**src/hw/rtl/three_phase_sample_rms_normalizer_core_defines.svh**
```systemverilog
// Assertion macros for the three-phase RMS normalizer
`ifndef THREE_PHASE_SAMPLE_RMS_NORMALIZER_CORE_DEFINES_SVH
`define THREE_PHASE_SAMPLE_RMS_NORMALIZER_CORE_DEFINES_SVH

// clocked implication check, disabled in reset
`define TPRN_ASSERT_IMP(label, clk, rst_n, ante, cons, msg) \
    label: assert property (@(posedge clk) disable iff (!rst_n) (ante) |-> (cons)) \
        else $error(msg);

// next-cycle implication check, disabled in reset
`define TPRN_ASSERT_NEXT(label, clk, rst_n, ante, cons, msg) \
    label: assert property (@(posedge clk) disable iff (!rst_n) (ante) |=> (cons)) \
        else $error(msg);

`endif

```
**src/hw/rtl/tprn_pkg.sv**
```systemverilog
// Package: types, constants and commands for the three-phase RMS normalizer
package tprn_pkg;

    localparam int WINDOW_DEF = 400;
    localparam int CNT_W = 12;
    localparam int NCFG = 8;
    localparam int CFG_IDX_W = 3;
    localparam int DATA_W = 24;
    localparam int CODE_W = 16;
    localparam int SUM_W = 64;
    localparam int QMAX = 8388607;
    localparam int DAC_SCALE = 2000;
    localparam int DAC_OFFS = 2048 * 4096;

    localparam logic [CFG_IDX_W-1:0] REG_GAIN_VOLT_A = 3'd0;
    localparam logic [CFG_IDX_W-1:0] REG_GAIN_VOLT_B = 3'd1;
    localparam logic [CFG_IDX_W-1:0] REG_GAIN_VOLT_C = 3'd2;
    localparam logic [CFG_IDX_W-1:0] REG_GAIN_AMP_A = 3'd3;
    localparam logic [CFG_IDX_W-1:0] REG_GAIN_AMP_B = 3'd4;
    localparam logic [CFG_IDX_W-1:0] REG_GAIN_AMP_C = 3'd5;
    localparam logic [CFG_IDX_W-1:0] REG_INV_VOLT = 3'd6;
    localparam logic [CFG_IDX_W-1:0] REG_INV_AMP = 3'd7;

    localparam logic [DATA_W-1:0] CFG_RESET [NCFG] = '{
        24'd1046856, 24'd1052087, 24'd1052006, 24'd178474,
        24'd184388, 24'd178012, 24'd16777215, 24'd16777215
    };

    typedef enum logic [3:0] {
        ST_IDLE,
        ST_PHYS,
        ST_NORM,
        ST_DAC,
        ST_OUT0,
        ST_ROOT_LD,
        ST_SQRT,
        ST_OUT1
    } state_t;

    typedef struct packed {
        logic       load;
        logic       phys_step;
        logic       norm_step;
        logic       dac_step;
        logic       sqrt_start;
        logic       sqrt_step;
        logic       rms_store;
        logic       clear_sums;
        logic [2:0] chan;
    } cmd_t;

    typedef struct packed {
        logic sqrt_done;
        logic window_done;
    } stat_t;

endpackage

```
**src/hw/rtl/tprn_ctrl.sv**
```systemverilog
// Controller: sequences channels and root steps, drives output handshakes
`include "three_phase_sample_rms_normalizer_core_defines.svh"
module tprn_ctrl (
    input  logic            clk,
    input  logic            rst_n,
    input  logic            in_fire,
    input  logic            out_fire,
    input  tprn_pkg::stat_t stat,
    output tprn_pkg::cmd_t  cmd,
    output logic            busy,
    output logic            out_valid,
    output logic            out_kind,
    output logic            out_last_sel
);
    tprn_pkg::state_t state_reg, state_next;
    logic [2:0] chan_reg, chan_next;
    logic win_reg, win_next;

    always_ff @(posedge clk or negedge rst_n)
    begin
        if (!rst_n)
        begin
            state_reg <= tprn_pkg::ST_IDLE;
            chan_reg <= '0;
            win_reg <= 1'b0;
        end
        else
        begin
            state_reg <= state_next;
            chan_reg <= chan_next;
            win_reg <= win_next;
        end
    end

    always_comb
    begin
        state_next = state_reg;
        chan_next = chan_reg;
        win_next = win_reg;
        cmd = '0;
        cmd.chan = chan_reg;
        out_valid = 1'b0;
        out_kind = 1'b0;
        out_last_sel = 1'b0;
        busy = 1'b1;
        case (state_reg)
            tprn_pkg::ST_IDLE:
            begin
                busy = 1'b0;
                if (in_fire)
                begin
                    cmd.load = 1'b1;
                    chan_next = '0;
                    state_next = tprn_pkg::ST_PHYS;
                end
            end
            tprn_pkg::ST_PHYS:
            begin
                cmd.phys_step = 1'b1;
                state_next = tprn_pkg::ST_NORM;
            end
            tprn_pkg::ST_NORM:
            begin
                cmd.norm_step = 1'b1;
                if (chan_reg == 3'd5)
                begin
                    chan_next = '0;
                    state_next = tprn_pkg::ST_DAC;
                end
                else
                begin
                    chan_next = chan_reg + 1'b1;
                    state_next = tprn_pkg::ST_PHYS;
                end
            end
            tprn_pkg::ST_DAC:
            begin
                cmd.dac_step = 1'b1;
                win_next = stat.window_done;
                state_next = tprn_pkg::ST_OUT0;
            end
            tprn_pkg::ST_OUT0:
            begin
                out_valid = 1'b1;
                out_last_sel = !win_reg;
                if (out_fire)
                begin
                    if (win_reg)
                    begin
                        chan_next = '0;
                        state_next = tprn_pkg::ST_ROOT_LD;
                    end
                    else
                        state_next = tprn_pkg::ST_IDLE;
                end
            end
            tprn_pkg::ST_ROOT_LD:
            begin
                cmd.sqrt_start = 1'b1;
                state_next = tprn_pkg::ST_SQRT;
            end
            tprn_pkg::ST_SQRT:
            begin
                if (stat.sqrt_done)
                begin
                    cmd.rms_store = 1'b1;
                    if (chan_reg == 3'd5)
                    begin
                        cmd.clear_sums = 1'b1;
                        state_next = tprn_pkg::ST_OUT1;
                    end
                    else
                    begin
                        chan_next = chan_reg + 1'b1;
                        state_next = tprn_pkg::ST_ROOT_LD;
                    end
                end
                else
                    cmd.sqrt_step = 1'b1;
            end
            tprn_pkg::ST_OUT1:
            begin
                out_valid = 1'b1;
                out_kind = 1'b1;
                out_last_sel = 1'b1;
                if (out_fire)
                    state_next = tprn_pkg::ST_IDLE;
            end
            default:
                state_next = tprn_pkg::ST_IDLE;
        endcase
    end

    `TPRN_ASSERT_IMP(a_in_idle, clk, rst_n, in_fire, state_reg == tprn_pkg::ST_IDLE,
        "word accepted while busy")
    `TPRN_ASSERT_NEXT(a_out_hold, clk, rst_n, out_valid && !out_fire, out_valid,
        "result dropped before taken")
    `TPRN_ASSERT_IMP(a_rms_last, clk, rst_n, out_valid && out_kind, out_last_sel,
        "rms word not marked last")
endmodule

```
**config.mk**
```make
export PLATFORM = sky130hd
export DESIGN_NAME = tprn_ctrl
export DESIGN_NICKNAME = d
export VERILOG_FILES = /design/src/hw/rtl/tprn_pkg.sv /design/src/hw/rtl/tprn_ctrl.sv
export VERILOG_INCLUDE_DIRS = /design/src /design/src/hw/rtl
export SDC_FILE = /design/constraint.sdc
export NUM_CORES = 1
export LEC_CHECK = 0
export ABC_CLOCK_PERIOD_IN_PS = 3720
export BUFFER_PORTS_ARGS = -buffer_cell sky130_fd_sc_hd__buf_2
export CAP_MARGIN = 10
export CORE_MARGIN = 3
export CORE_UTILIZATION = 30
export CTS_BUF_LIST = sky130_fd_sc_hd__clkbuf_8
export CTS_CLUSTER_DIAMETER = 120
export DETAILED_ROUTE_END_ITERATION = 7
export SLEW_MARGIN = 15
export SYNTH_ARGS = -nofsm -noshare
export SYNTH_HDL_FRONTEND = slang
export SYNTH_SLANG_ARGS = --single-unit
export TNS_END_PERCENT = 5
```
**constraint.sdc**
```tcl
create_clock -name clk -period 3.72 [get_ports clk]
set_clock_uncertainty 0.05 [all_clocks]
set_input_delay 0.744 -clock clk [delete_from_list [all_inputs] [get_ports clk]]
set_output_delay 0.744 -clock clk [all_outputs]
set_load 0.05 [all_outputs]
```
==> run summary <==
Counting flops and latches in the post-synthesis netlist gives 7. Prior to clock tree synthesis, the placed netlist has a worst setup slack of approximately 1.5 ns. The clock sink count is 7. The number of nets handed over by synthesis was 76. The data required time of the critical path is slightly below 3 ns. The class of the worst hold path is input port to async pin. The number of buffers added to fix hold violations after cts is 0. Sequential cells were found to cover 31.3% of the synthesized design area. The instance area after placement came out at between 600 and 700 um^2. The maximum clock frequency came out at 398 MHz. The most frequent cell on the critical path is sky130_fd_sc_hd__and3_1. The count of boundary I/O pins came out at 21. In this run the tightest slew margin relative to its limit is 66.9%. The count of nets left with antenna violations once routing finished came out at 0. The library cell used most frequently in the layout, excluding fill and tap cells, is sky130_fd_sc_hd__buf_2.

The detailed route wirelength on metal2 is 630 um. The maximum level of the CTS H-tree is 1. The setup violation total in the final timing report came out at 0. The critical path class is flop to output port.

The library cells used most frequently in the layout, excluding fill and tap cells, are 20 x sky130_fd_sc_hd__buf_2, 9 x sky130_fd_sc_hd__nor2_1, 7 x sky130_fd_sc_hd__a21oi_1, 7 x sky130_fd_sc_hd__dfrtp_1, 5 x sky130_fd_sc_hd__and3_1. The clock network latency to the later pin of the worst-skew pair came out at 0.24 ns. The number of detailed-routing iterations run before antenna repair came out at 4. Global routing consumed, over all layers together, 13.2% of the routing resources. The initial antenna violation count is 0.

The placed wire-length estimate after detailed placement came out at 1.02 mm. The die extent in x came out at 49.2 um. After detailed routing, the met3 layer carries 101 um of wire. The effective utilization at floorplan is between 30% and 40%. The number of hold violations in the final report is 0. STA classifies the critical path endpoint as an output port.

The arrival time reported for the critical path endpoint is 1.72 ns. The worst-case register-to-register setup slack came out at 2.13 ns. The number of DRC violations after detailed routing came out at 0.

The minimum clock period after layout came out at 2.51 ns. The post-CTS setup repair buffer count came out at 0. The smallest hold slack is around 0.29 ns. The deepest clock path buffer count came out at 2. The full die area came out at 2420 um^2. For this block, wires on met1 add up to 642 um. Setup repair after global routing left no endpoint under its margin.

With fillers left out, the area of the finished cells amounts to 707 um^2. The run finished with clean final reports. The net count reported at finish is 97.

The number of synthesis warnings came out at 0. STA classifies the critical path startpoint as a flop. The average routed wire per standard cell is ~12 um. The average via count per standard cell came out at about 5.1. The cell sitting at the root of the clock tree is a sky130_fd_sc_hd__clkbuf_8.

In this run, CTS created clock tree buffers numbering 3. The synthesized netlist cell count came out at 68. The floorplan has 14 rows. The final wirelength came out at 1.39 mm. The count of routing violations after the opening detailed-route iteration is 5. The post-route worst setup slack came out at 1.21 ns. The setup TNS came out at 0 ns. The post-CTS clock slew at the launch and capture registers of the worst setup and hold paths is 0.04 ns. The post-synthesis instance area is 561 um^2. The final estimated routing congestion in global placement came out at 0.751. The proportion of layout cells with a drive suffix above 1 is 31.8%. The total inserted antenna cells came out at 0.

The number of resized instances in the post-cts repair step is 0. The maximum fanout along the worst path came out at 17. The pin count of the biggest net entering global routing is 18. The chip height came out at 49.2 um. For this run the aggregate overflow at the end of global routing stands at 0.

The average size of a mapped cell came out at 8.24 um^2. Routed signal wires occupy layers up through met4. The standard cell core area is about 1600 um^2. The count of buffers from port buffering is 20. The number of global-route vias before repair is 504. Traced cell by cell, the critical path runs through nor2b_1, and3_1, and3_1, buf_2. Across all layers, the routed design uses 570 vias.

The wire length of the first global-routing pass is 2.45 mm. The growth of design area from synthesis to finish is 26.1%. The library cell contributing the largest single delay on the critical path is sky130_fd_sc_hd__dfrtp_1.

The clock tree from TritonCTS is done. The number of max-slew violations in the final report is 0. The largest single stage delay on the critical path is 0.64 ns.

The part of the cycle the worst path needs is between 60% and 70%. The number of library cell types mapped by synthesis is 32. For the pin with the worst max-slew slack, the measured transition is 0.497 ns. The max capacitance violation total is 0.
-- metal layers --
layer	global-route usage [%]	vias up
met5	0	-
met4	4.27	0
met1	18.2	267
li1	-	283
met3	6.12	2
met2	17.9	18
-- worst max-delay path, delay by kind of cell (launching register included) --
kind	cells	cell delay [ns]
simple gates	3	0.57
flops	1	0.64
buf+inv	1	0.26
-- cells by family after synthesis --
| group | after synthesis | synth area share [%] |
|---|---|---|
| DFF | 7 | 31.3 |
| buffers and inverters | 8 | 7.81 |
| and+or+nand+nor | 29 | 27.2 |
| muxes | 2 | 4.46 |
| AOI/OAI and AO/OA | 20 | 24.8 |
| adders and majority gates | 2 | 4.46 |
-- worst paths after layout --
check | start | to | cells past startpoint
max | state_reg[1]$_DFFE_PN0P_ | cmd[3] | 4
min | rst_n | chan_reg[2]$_DFFE_PN0P_ | 1
max reg2reg | state_reg[1]$_DFFE_PN0P_ | state_reg[0]$_DFFE_PN0P_ | 4
min reg2reg | chan_reg[1]$_DFFE_PN0P_ | chan_reg[1]$_DFFE_PN0P_ | 2
max in group asynchronous | rst_n | chan_reg[0]$_DFFE_PN0P_ | 1
min in group clk | chan_reg[1]$_DFFE_PN0P_ | chan_reg[1]$_DFFE_PN0P_ | 2
-- area by class of cell --
class / count / area [um^2]
multi-input combinational: 53 / 342
sequential: 7 / 175
fill: 175 / 922
timing repair buffer: 20 / 100
tap: 24 / 30.0
clock inverter: 1 / 3.75
clock buffer: 3 / 41.3
inverter: 4 / 15.0
-- cells in the mapped netlist, drive strengths merged --
cell | count | area (um^2)
a211oi | 1 | 7.51
ha | 2 | 25.0
nand2b | 2 | 12.5
a31oi | 1 | 6.26
nor2 | 9 | 33.8
a22o | 1 | 8.76
and3 | 5 | 31.3
or3 | 1 | 11.3
mux2 | 1 | 15.0
buf | 4 | 28.8
nor2b | 3 | 18.8
o21ai | 4 | 23.8
dfrtp | 7 | 175
nor3b | 1 | 7.51
nor3 | 2 | 10.0
nand3 | 1 | 5.00
o221ai | 1 | 15.0
o211ai | 1 | 7.51
nand3b | 1 | 7.51
a21boi | 1 | 7.51
mux2i | 1 | 10.0
nand2 | 4 | 15.0
a21oi | 7 | 35.0
o2bb2ai | 1 | 8.76
a32o | 1 | 10.0
a2bb2oi | 1 | 8.76
inv | 4 | 15.0
-- stage by stage --
stage / util (%) / instances
after floorplan: - / 68
after global placement: 40.6 / 108
after global routing: 43.4 / 112
after CTS: 43.4 / 112
final: 43.4 / 112
after detailed placement: 40.6 / 108
Power is not shown: default switching activity piles up to over one toggle a cycle in this logic, so the estimate is an artifact.
